==> src/design/ortl_pkg.sv <==
// Shared types and constants of the overwrite ring trace log.
// No dependencies; imported by ortl_front, ortl_back and the top level.
`default_nettype none
package ortl_pkg;

	localparam int DEPTH_DEF     = 16;
	localparam int DATA_BITS_DEF = 32;

	localparam int CAP_BITS   = 5;
	localparam int WORD_BITS  = 32;
	localparam int SRC_BITS   = 8;
	localparam int MAXE_BITS  = 5;
	localparam int KIND_BITS  = 2;
	localparam int IN_TDATA_BITS  = 80;
	localparam int OUT_TDATA_BITS = 112;

	localparam logic FUNC_APPEND   = 1'b0;
	localparam logic FUNC_SNAPSHOT = 1'b1;

	localparam logic [KIND_BITS-1:0] KIND_ACK   = 2'd0;
	localparam logic [KIND_BITS-1:0] KIND_ENTRY = 2'd1;
	localparam logic [KIND_BITS-1:0] KIND_EMPTY = 2'd2;

	typedef struct packed {
		logic                 func;
		logic [WORD_BITS-1:0] payload;
		logic [SRC_BITS-1:0]  source_id;
		logic [WORD_BITS-1:0] time_stamp;
		logic [MAXE_BITS-1:0] snap_limit;
	} cmd_t;

	typedef struct packed {
		logic [KIND_BITS-1:0] kind;
		logic [WORD_BITS-1:0] seq_number;
		logic [SRC_BITS-1:0]  entry_source;
		logic [WORD_BITS-1:0] entry_time;
		logic [WORD_BITS-1:0] entry_data;
		logic [MAXE_BITS-1:0] copied_total;
		logic                 last;
	} res_t;

endpackage
`default_nettype wire

==> src/design/ortl_front.sv <==
// Front end of the trace log: accepts input words and holds them in a two-entry queue.
// Depends on ortl_pkg.
`default_nettype none
module ortl_front (
	input  wire logic          clk,
	input  wire logic          arst_n,
	input  wire logic          in_valid,
	output      logic          in_ready,
	input  wire ortl_pkg::cmd_t in_cmd,
	output      logic          cmd_valid,
	input  wire logic          cmd_ready,
	output      ortl_pkg::cmd_t cmd
);
	import ortl_pkg::*;

	cmd_t       fifo_q [2];
	logic       wr_ptr_q;
	logic       rd_ptr_q;
	logic [1:0] count_q;
	logic       push;
	logic       pop;

	assign in_ready  = (count_q != 2'd2);
	assign cmd_valid = (count_q != 2'd0);
	assign cmd       = fifo_q[rd_ptr_q];
	assign push      = in_valid && in_ready;
	assign pop       = cmd_valid && cmd_ready;

	always_ff @(posedge clk or negedge arst_n) begin
		if (!arst_n) begin
			wr_ptr_q <= 1'b0;
			rd_ptr_q <= 1'b0;
			count_q  <= 2'd0;
		end else begin
			if (push) begin
				wr_ptr_q <= !wr_ptr_q;
			end
			if (pop) begin
				rd_ptr_q <= !rd_ptr_q;
			end
			if (push && !pop) begin
				count_q <= count_q + 2'd1;
			end else if (pop && !push) begin
				count_q <= count_q - 2'd1;
			end
		end
	end

	always_ff @(posedge clk) begin
		if (push) begin
			fifo_q[wr_ptr_q] <= in_cmd;
		end
	end

endmodule
`default_nettype wire

==> src/design/ortl_back.sv <==
// Back end of the trace log: ring store, pointers, sequence counter and output register.
// Depends on ortl_pkg.
`default_nettype none
module ortl_back #(
	parameter int DEPTH     = ortl_pkg::DEPTH_DEF,
	parameter int DATA_BITS = ortl_pkg::DATA_BITS_DEF
) (
	input  wire logic                          clk,
	input  wire logic                          arst_n,
	input  wire logic                          cfg_write,
	input  wire logic [ortl_pkg::CAP_BITS-1:0] cfg_value,
	input  wire logic                          cmd_valid,
	output      logic                          cmd_ready,
	input  wire ortl_pkg::cmd_t                cmd,
	output      logic                          res_valid,
	input  wire logic                          res_ready,
	output      ortl_pkg::res_t                res
);
	import ortl_pkg::*;

	localparam int PW  = (DEPTH > 1) ? $clog2(DEPTH) : 1;
	localparam int CW  = ($clog2(DEPTH + 1) > CAP_BITS) ? $clog2(DEPTH + 1) : CAP_BITS;
	localparam int LW  = (PW + 1 > CW) ? PW + 1 : CW;
	localparam int EW  = WORD_BITS + SRC_BITS + WORD_BITS + DATA_BITS;
	localparam int T_LO = DATA_BITS;
	localparam int S_LO = DATA_BITS + WORD_BITS;
	localparam int Q_LO = DATA_BITS + WORD_BITS + SRC_BITS;

	typedef enum logic [1:0] {
		ST_IDLE = 2'b01,
		ST_EMIT = 2'b10
	} state_t;

	state_t                 state_q;
	logic [PW-1:0]          wptr_q;
	logic [PW-1:0]          optr_q;
	logic [PW-1:0]          rptr_q;
	logic [CW-1:0]          fill_q;
	logic [CW-1:0]          cap_q;
	logic [WORD_BITS-1:0]   seq_q;
	logic [MAXE_BITS-1:0]   total_q;
	logic [MAXE_BITS-1:0]   idx_q;
	logic                   out_valid_q;
	res_t                   out_q;
	logic [EW-1:0]          mem_q [DEPTH];
	logic [EW-1:0]          rdata_q;

	logic                   out_free;
	logic                   pop;
	logic                   out_load;
	logic [MAXE_BITS-1:0]   n_cmd;
	logic                   final_now;
	logic                   wr_en;
	logic                   rd_en;
	logic [PW-1:0]          rd_addr;
	logic [CW-1:0]          cap_new;

	function automatic logic [PW-1:0] ring_next(input logic [PW-1:0] p,
			input logic [CW-1:0] cap);
		logic [PW:0] n1;
		begin
			n1 = {1'b0, p} + (PW + 1)'(1);
			ring_next = (LW'(n1) >= LW'(cap)) ? '0 : PW'(n1);
		end
	endfunction

	assign out_free  = !out_valid_q || res_ready;
	assign cmd_ready = (state_q == ST_IDLE) && out_free && !cfg_write;
	assign pop       = cmd_valid && cmd_ready;
	assign n_cmd     = (CW'(cmd.snap_limit) < fill_q) ? cmd.snap_limit
		: MAXE_BITS'(fill_q);
	assign final_now = (idx_q + MAXE_BITS'(1)) == total_q;
	assign out_load  = (pop && ((cmd.func == FUNC_APPEND) || (n_cmd == '0)))
		|| ((state_q == ST_EMIT) && out_free);
	assign wr_en     = pop && (cmd.func == FUNC_APPEND);
	assign rd_en     = (pop && (cmd.func == FUNC_SNAPSHOT) && (n_cmd != '0))
		|| ((state_q == ST_EMIT) && out_free && !final_now);
	assign rd_addr   = (state_q == ST_IDLE) ? optr_q : rptr_q;
	assign res_valid = out_valid_q;
	assign res       = out_q;

	always_comb begin
		cap_new = CW'(cfg_value);
		if (cap_new == '0) begin
			cap_new = CW'(1);
		end else if (cap_new > CW'(DEPTH)) begin
			cap_new = CW'(DEPTH);
		end
	end

	always_ff @(posedge clk or negedge arst_n) begin
		if (!arst_n) begin
			state_q     <= ST_IDLE;
			wptr_q      <= '0;
			optr_q      <= '0;
			rptr_q      <= '0;
			fill_q      <= '0;
			cap_q       <= CW'(DEPTH);
			seq_q       <= WORD_BITS'(1);
			total_q     <= '0;
			idx_q       <= '0;
			out_valid_q <= 1'b0;
		end else begin
			if (out_load) begin
				out_valid_q <= 1'b1;
			end else if (res_ready) begin
				out_valid_q <= 1'b0;
			end
			if (cfg_write) begin
				cap_q  <= cap_new;
				wptr_q <= '0;
				optr_q <= '0;
				fill_q <= '0;
			end
			unique case (state_q)
				ST_IDLE: begin
					if (pop) begin
						if (cmd.func == FUNC_APPEND) begin
							seq_q       <= seq_q + WORD_BITS'(1);
							wptr_q      <= ring_next(wptr_q, cap_q);
							if (fill_q < cap_q) begin
								fill_q <= fill_q + CW'(1);
							end else begin
								optr_q <= ring_next(optr_q, cap_q);
							end
						end else if (n_cmd != '0) begin
							rptr_q  <= ring_next(optr_q, cap_q);
							total_q <= n_cmd;
							idx_q   <= '0;
							state_q <= ST_EMIT;
						end
					end
				end
				ST_EMIT: begin
					if (out_free) begin
						if (final_now) begin
							state_q <= ST_IDLE;
						end else begin
							idx_q  <= idx_q + MAXE_BITS'(1);
							rptr_q <= ring_next(rptr_q, cap_q);
						end
					end
				end
				default: state_q <= ST_IDLE;
			endcase
		end
	end

	always_ff @(posedge clk) begin
		if ((state_q == ST_IDLE) && pop) begin
			out_q <= '{
				kind:         (cmd.func == FUNC_APPEND) ? KIND_ACK : KIND_EMPTY,
				seq_number:   (cmd.func == FUNC_APPEND) ? seq_q : WORD_BITS'(0),
				entry_source: SRC_BITS'(0),
				entry_time:   WORD_BITS'(0),
				entry_data:   WORD_BITS'(0),
				copied_total: MAXE_BITS'(0),
				last:         1'b1
			};
		end else if ((state_q == ST_EMIT) && out_free) begin
			out_q <= '{
				kind:         KIND_ENTRY,
				seq_number:   rdata_q[Q_LO +: WORD_BITS],
				entry_source: rdata_q[S_LO +: SRC_BITS],
				entry_time:   rdata_q[T_LO +: WORD_BITS],
				entry_data:   WORD_BITS'(rdata_q[DATA_BITS-1:0]),
				copied_total: total_q,
				last:         final_now
			};
		end
	end

	always_ff @(posedge clk) begin
		if (wr_en) begin
			mem_q[wptr_q] <= {seq_q, cmd.source_id, cmd.time_stamp,
				DATA_BITS'(cmd.payload)};
		end
	end

	always_ff @(posedge clk) begin
		if (rd_en) begin
			rdata_q <= mem_q[rd_addr];
		end
	end

endmodule
`default_nettype wire

==> src/design/overwrite_ring_trace_log_top.sv <==
// Top level of the overwrite ring trace log: stream ports, front queue and back end.
// Depends on ortl_pkg, ortl_front and ortl_back.
//
// Input words on s_axis: tuser selects append (0) or snapshot (1). An append
// stores payload, source id and time stamp at the head of the ring and is
// answered by one word of kind 0 carrying its sequence number. A snapshot
// returns up to snap_limit stored entries oldest first, one word each, tlast on the final
// one; with nothing to return it gives one word of kind 2.
// An append answer or an empty snapshot word passes the input queue and the
// output register; snapshot entries also pass the registered ring read, one
// entry per cycle while m_axis does not stall.
// Appends run at one per cycle while m_axis does not stall and no cfg write comes;
// the back end takes no new input word until a snapshot has loaded its final entry.
// The cfg channel takes the ring capacity (0 counts as 1, above DEPTH as
// DEPTH) and empties the log; the sequence counter is kept.
// Reset empties the log, sets capacity to DEPTH and the next number to 1; no
// clearing pass. When m_axis stalls, the output register holds its word and
// the two-entry input queue keeps taking words until full.
`default_nettype none
module overwrite_ring_trace_log_top #(
	parameter int DEPTH     = ortl_pkg::DEPTH_DEF,
	parameter int DATA_BITS = ortl_pkg::DATA_BITS_DEF
) (
	input  wire logic                                clk,
	input  wire logic                                arst_n,
	input  wire logic                                cfg_valid,
	output      logic                                cfg_ready,
	input  wire logic [ortl_pkg::CAP_BITS-1:0]       cfg_data,
	input  wire logic                                s_axis_tvalid,
	output      logic                                s_axis_tready,
	// payload[31:0], source_id[39:32], time_stamp[71:40], snap_limit[76:72]
	input  wire logic [ortl_pkg::IN_TDATA_BITS-1:0]  s_axis_tdata,
	// func[0]
	input  wire logic                                s_axis_tuser,
	output      logic                                m_axis_tvalid,
	input  wire logic                                m_axis_tready,
	// seq_number[31:0], entry_source[39:32], entry_time[71:40],
	// entry_data[103:72], copied_total[108:104]
	output      logic [ortl_pkg::OUT_TDATA_BITS-1:0] m_axis_tdata,
	// kind[1:0]
	output      logic [ortl_pkg::KIND_BITS-1:0]      m_axis_tuser,
	output      logic                                m_axis_tlast
);
	import ortl_pkg::*;

	cmd_t in_cmd;
	cmd_t cmd;
	logic cmd_valid;
	logic cmd_ready;
	res_t res;

	assign cfg_ready = 1'b1;

	assign in_cmd = {s_axis_tuser, s_axis_tdata[31:0], s_axis_tdata[39:32],
		s_axis_tdata[71:40], s_axis_tdata[76:72]};

	assign m_axis_tdata = {3'b000, res.copied_total, res.entry_data, res.entry_time,
		res.entry_source, res.seq_number};
	assign m_axis_tuser = res.kind;
	assign m_axis_tlast = res.last;

	ortl_front u_front (
		.clk       (clk),
		.arst_n    (arst_n),
		.in_valid  (s_axis_tvalid),
		.in_ready  (s_axis_tready),
		.in_cmd    (in_cmd),
		.cmd_valid (cmd_valid),
		.cmd_ready (cmd_ready),
		.cmd       (cmd)
	);

	ortl_back #(
		.DEPTH     (DEPTH),
		.DATA_BITS (DATA_BITS)
	) u_back (
		.clk       (clk),
		.arst_n    (arst_n),
		.cfg_write (cfg_valid && cfg_ready),
		.cfg_value (cfg_data),
		.cmd_valid (cmd_valid),
		.cmd_ready (cmd_ready),
		.cmd       (cmd),
		.res_valid (m_axis_tvalid),
		.res_ready (m_axis_tready),
		.res       (res)
	);

endmodule
`default_nettype wire
==> config.mk <==
export PLATFORM = sky130hd
export DESIGN_NAME = overwrite_ring_trace_log_top
export DESIGN_NICKNAME = d
export VERILOG_FILES = /design/src/design/ortl_pkg.sv /design/src/design/ortl_front.sv /design/src/design/ortl_back.sv /design/src/design/overwrite_ring_trace_log_top.sv
export SDC_FILE = /design/constraint.sdc
export NUM_CORES = 2
export LEC_CHECK = 0
export ABC_AREA = 1
export BUFFER_PORTS_ARGS = -buffer_cell sky130_fd_sc_hd__buf_4
export CAP_MARGIN = 20
export CELL_PAD_IN_SITES_DETAIL_PLACEMENT = 0
export CELL_PAD_IN_SITES_GLOBAL_PLACEMENT = 1
export CORE_ASPECT_RATIO = 1.25
export CORE_MARGIN = 1.5
export CORE_UTILIZATION = 47
export CTS_CLUSTER_DIAMETER = 60
export DETAILED_ROUTE_END_ITERATION = 8
export GPL_ROUTABILITY_DRIVEN = 0
export PLACE_DENSITY = 0.73
export SKIP_CTS_REPAIR_TIMING = 1
export SLEW_MARGIN = 25
export SYNTH_ARGS = -nofsm -noshare
export SYNTH_HDL_FRONTEND = slang
export SYNTH_HIERARCHICAL = 1
export SYNTH_SLANG_ARGS = --single-unit
export TNS_END_PERCENT = 30
==> constraint.sdc <==
create_clock -name clk -period 9.08 [get_ports clk]
set_input_delay 0.454 -clock clk [delete_from_list [all_inputs] [get_ports clk]]
set_output_delay 0.454 -clock clk [all_outputs]
set_load 0.05 [all_outputs]
==> results_dict.tcl <==
set metrics [dict create \
    nFillCells 14000 \
    tns_ns 0 \
    path_cells "inv_4 > nand2_1 > nand2_1 > ha_1 > a21oi_1 > nand3_1 > o21ai_0 > nor2_1 > nand2_1 > nand2_1 > nand2_8 > buf_4" \
    wl_per_cell_um 24.5 \
    synth_flop_cell "edfxtp_1" \
    drt-initial-drc-count 4459 \
    layout-drive-gt1-share_pct 9.40 \
    cts_tree "yes" \
    maxCapViolCount 0 \
    power_density_mw_per_mm2 311 \
    synth_common_cells "edfxtp_1 (1958), nor2_1 (951), o21ai_0 (847)" \
    die-height_um 468 \
    die_w_um 375 \
    grt_pass1_vias 48800 \
    cts.path.max_buffers 3 \
    syn-cell-area_mm2 0.0815 \
    setup_viol 0 \
    slew_viol_final 0 \
    dpl_cell_area_mm2 0.0850 \
    cts_buffers 198 \
    timing.final.crit_period_ns 4.97 \
    h-tree-depth 4 \
    drt-vias-per-instance 5.83 \
    reg2reg_slack_ns 4.11 \
    crit_fanout 68 \
    yosysMostFrequentCell "edfxtp_1" \
    fin_area_mm2 0.0923 \
    clock_skew_ns 0.0347 \
    critical_path.top_delay_family "simple AND/OR/NAND/NOR gates" \
    synthCells 5976 \
    rsz0062_at_grt "no" \
    io_pins 209 \
    required_ns 9.54 \
    worst_pin_slew_ns 1.08 \
    grt_usage_pct 23.6 \
    drt_wl_total_mm 210 \
    netlist.area_leader.share_pct 72.2 \
    port_buffers 201 \
    async_flop_share_pct 3.37 \
    critPathArrivalTime_ns 5.43 \
    detail-route-antenna-nets 0 \
    grt_pass1_wl_mm 309 \
    synth_seq_cells 2107 \
    met2_length_mm 105 \
    end_kind "flop" \
    grt-ovfl-total 0 \
    ys_seq_area_share_pct 76.3 \
    syn_avg_cell_area_um2 13.6 \
    clkLatencyLatePin_ns 0.86 \
    synth.distinct_cells 48 \
    min_path_type "primary input to flop" \
    initial_core_util_pct 47.4 \
    yosysWarnings 6 \
    num_rows 170 \
    status "finished, final reports clean" \
    post-route-period-util_pct 54.8 \
    wl_met1_mm 87.2 \
    antenna_found_initial 4 \
    slowest_stage "nand2_8" \
    critPathMostFrequentCell "nand2_1" \
    dp_hpwl_mm 96.8 \
    areaGrowthSynthToFinish_pct 13.2 \
    cts_sinks 2107 \
    synth_edf_count 1958 \
    worst_slack_ns 4.11 \
    route.detailed.drc 0 \
    synth_area_leaders "edfxtp_1 (72%), o21ai_0 (5.2%), nor2_1 (4.4%), o221ai_1 (2.8%), nand2_1 (2.5%)" \
    cp_slowest_stage_delay_ns 0.82 \
    dr.pass1.iters 5 \
    dieArea_mm2 0.176 \
    grt_max_degree 204 \
    max-vdd-ir-drop_mv 0.306 \
    core_area_mm2 0.172 \
    leakagePower_uw 0.0308 \
    met3_length_mm 12.9 \
    nNetsFinal 6266 \
    highest_layer "met4" \
    critPathBufInv 2 \
    max_slew_margin_pct 27.8 \
    clockRootBuffer "clkbuf_16" \
    hold_slack_ns 0.164 \
    vias 49800 \
    start_kind "flop" \
    pre_cts_slack_ns 4.08 \
    synth_top_area_cell "edfxtp_1" \
    path_clk_slew_ns 0.06 \
    fmax_mhz 201 \
    crit_type "flop to flop" \
    finalHoldViolations 0 \
]
[flip-flops by register name, summed over array words and instances (netlist names)]
name	flops
u_back/cap_q	5
u_back/fill_q	5
u_back/rptr_q	4
u_back/idx_q	5
u_front/fifo_q	156
u_front/wr_ptr_q	1
u_back/mem_q	1664
u_back/state_q	2
u_front/count_q	2
u_back/seq_q	32
u_back/total_q	5
u_back/optr_q	4
u_back/wptr_q	4
u_back/rdata_q	104
u_back/res_valid	1
u_front/rd_ptr_q	1
u_back/res	112
[stage by stage]
stage | cells | util [%] | total power (uW)
6_report | 8547 | 53.7 | 28700
5_1_grt | 8544 | 53.7 | 30100
4_1_cts | 8454 | 53.1 | 28900
3_5_place_dp | 8089 | 49.4 | 20800
3_3_place_gp | 8089 | 49.4 | 20600
2_1_floorplan | 5978 | - | 18200
[routing by layer]
layer  GRT usage [%]  vias up
li1                -    22600
met1            31.3    25300
met2            40.7     1711
met3            3.01      306
met4            7.14        0
met5               0        -
[path summary, 6_finish.rpt]
check | endpoint | cells after the start | from
max in group asynchronous | u_back/fill_q[0]$_DFF_PN0_ | 3 | arst_n
worst max register to register | u_back/rdata_q[26]$_DFFE_PP_ | 12 | u_front/rd_ptr_q$_DFFE_PN0P_
worst min register to register | u_back/res[52]$_SDFFE_PP0P_ | 2 | u_back/res[52]$_SDFFE_PP0P_
min in group asynchronous | u_back/cap_q[4]$_DFFE_PN1P_ | 2 | arst_n
worst min-delay path | u_back/state_q[0]$_DFFE_PN1P_ | 5 | m_axis_tready
worst max-delay path | u_back/rdata_q[26]$_DFFE_PP_ | 12 | u_front/rd_ptr_q$_DFFE_PN0P_
[layout by cell type (no fill, tap or decap), drive strengths merged, types with 24 or more instances in the layout]
cell | netlist | routed
nor2 | 958 | 958
nor3 | 24 | 24
a22oi | 77 | 77
dfxtp | 78 | 78
clkinv | 2 | 88
nand2 | 537 | 537
nand3 | 171 | 171
ha | 33 | 33
edfxtp | 1958 | 1958
o221ai | 260 | 260
o211ai | 156 | 156
xor2 | 41 | 41
inv | 182 | 189
dfrtp | 68 | 68
dlygate4sd3 | 0 | 88
o21ai | 885 | 885
buf | 193 | 271
clkbuf | 202 | 254
o22ai | 81 | 81
[report_power, final]
part / total [uW] / switching (uW) / internal (uW)
Sequential: 13000 / 543 / 12500
Combinational: 7540 / 5710 / 1840
Clock: 8150 / 3520 / 4630
Total: 28700 / 9770 / 18900
[cell families after synthesis]
logic type	after synthesis	share of synthesized area (%)
buf+inv	579	3.03
flops	2107	76.3
compound gates	1500	11.4
other cells	2	0.00922
fa+ha+maj	33	0.507
xor+xnor	43	0.462
simple gates	1712	8.34
[worst min-delay path, stage by stage]
cell,delay [ns]
buf_4,0.08
nor2_1,0.13
nand2_1,0.12
nand4_1,0.09
nand2_1,0.08
[final cells by class]
type | instances | area [um^2] | share of cell area (%)
Tap cell | 2236 | 2800 | 3.03
Inverter | 184 | 718 | 0.778
Clock buffer | 254 | 5380 | 5.83
Antenna cell | 4 | 10.0 | 0.0108
Sequential cell | 2107 | 62100 | 67.4
Timing Repair Buffer | 359 | 3170 | 3.44
Multi-Input combinational cell | 3292 | 17100 | 18.5
Clock inverter | 111 | 982 | 1.06
No activity file was read; power rests on OpenSTA's default activity.
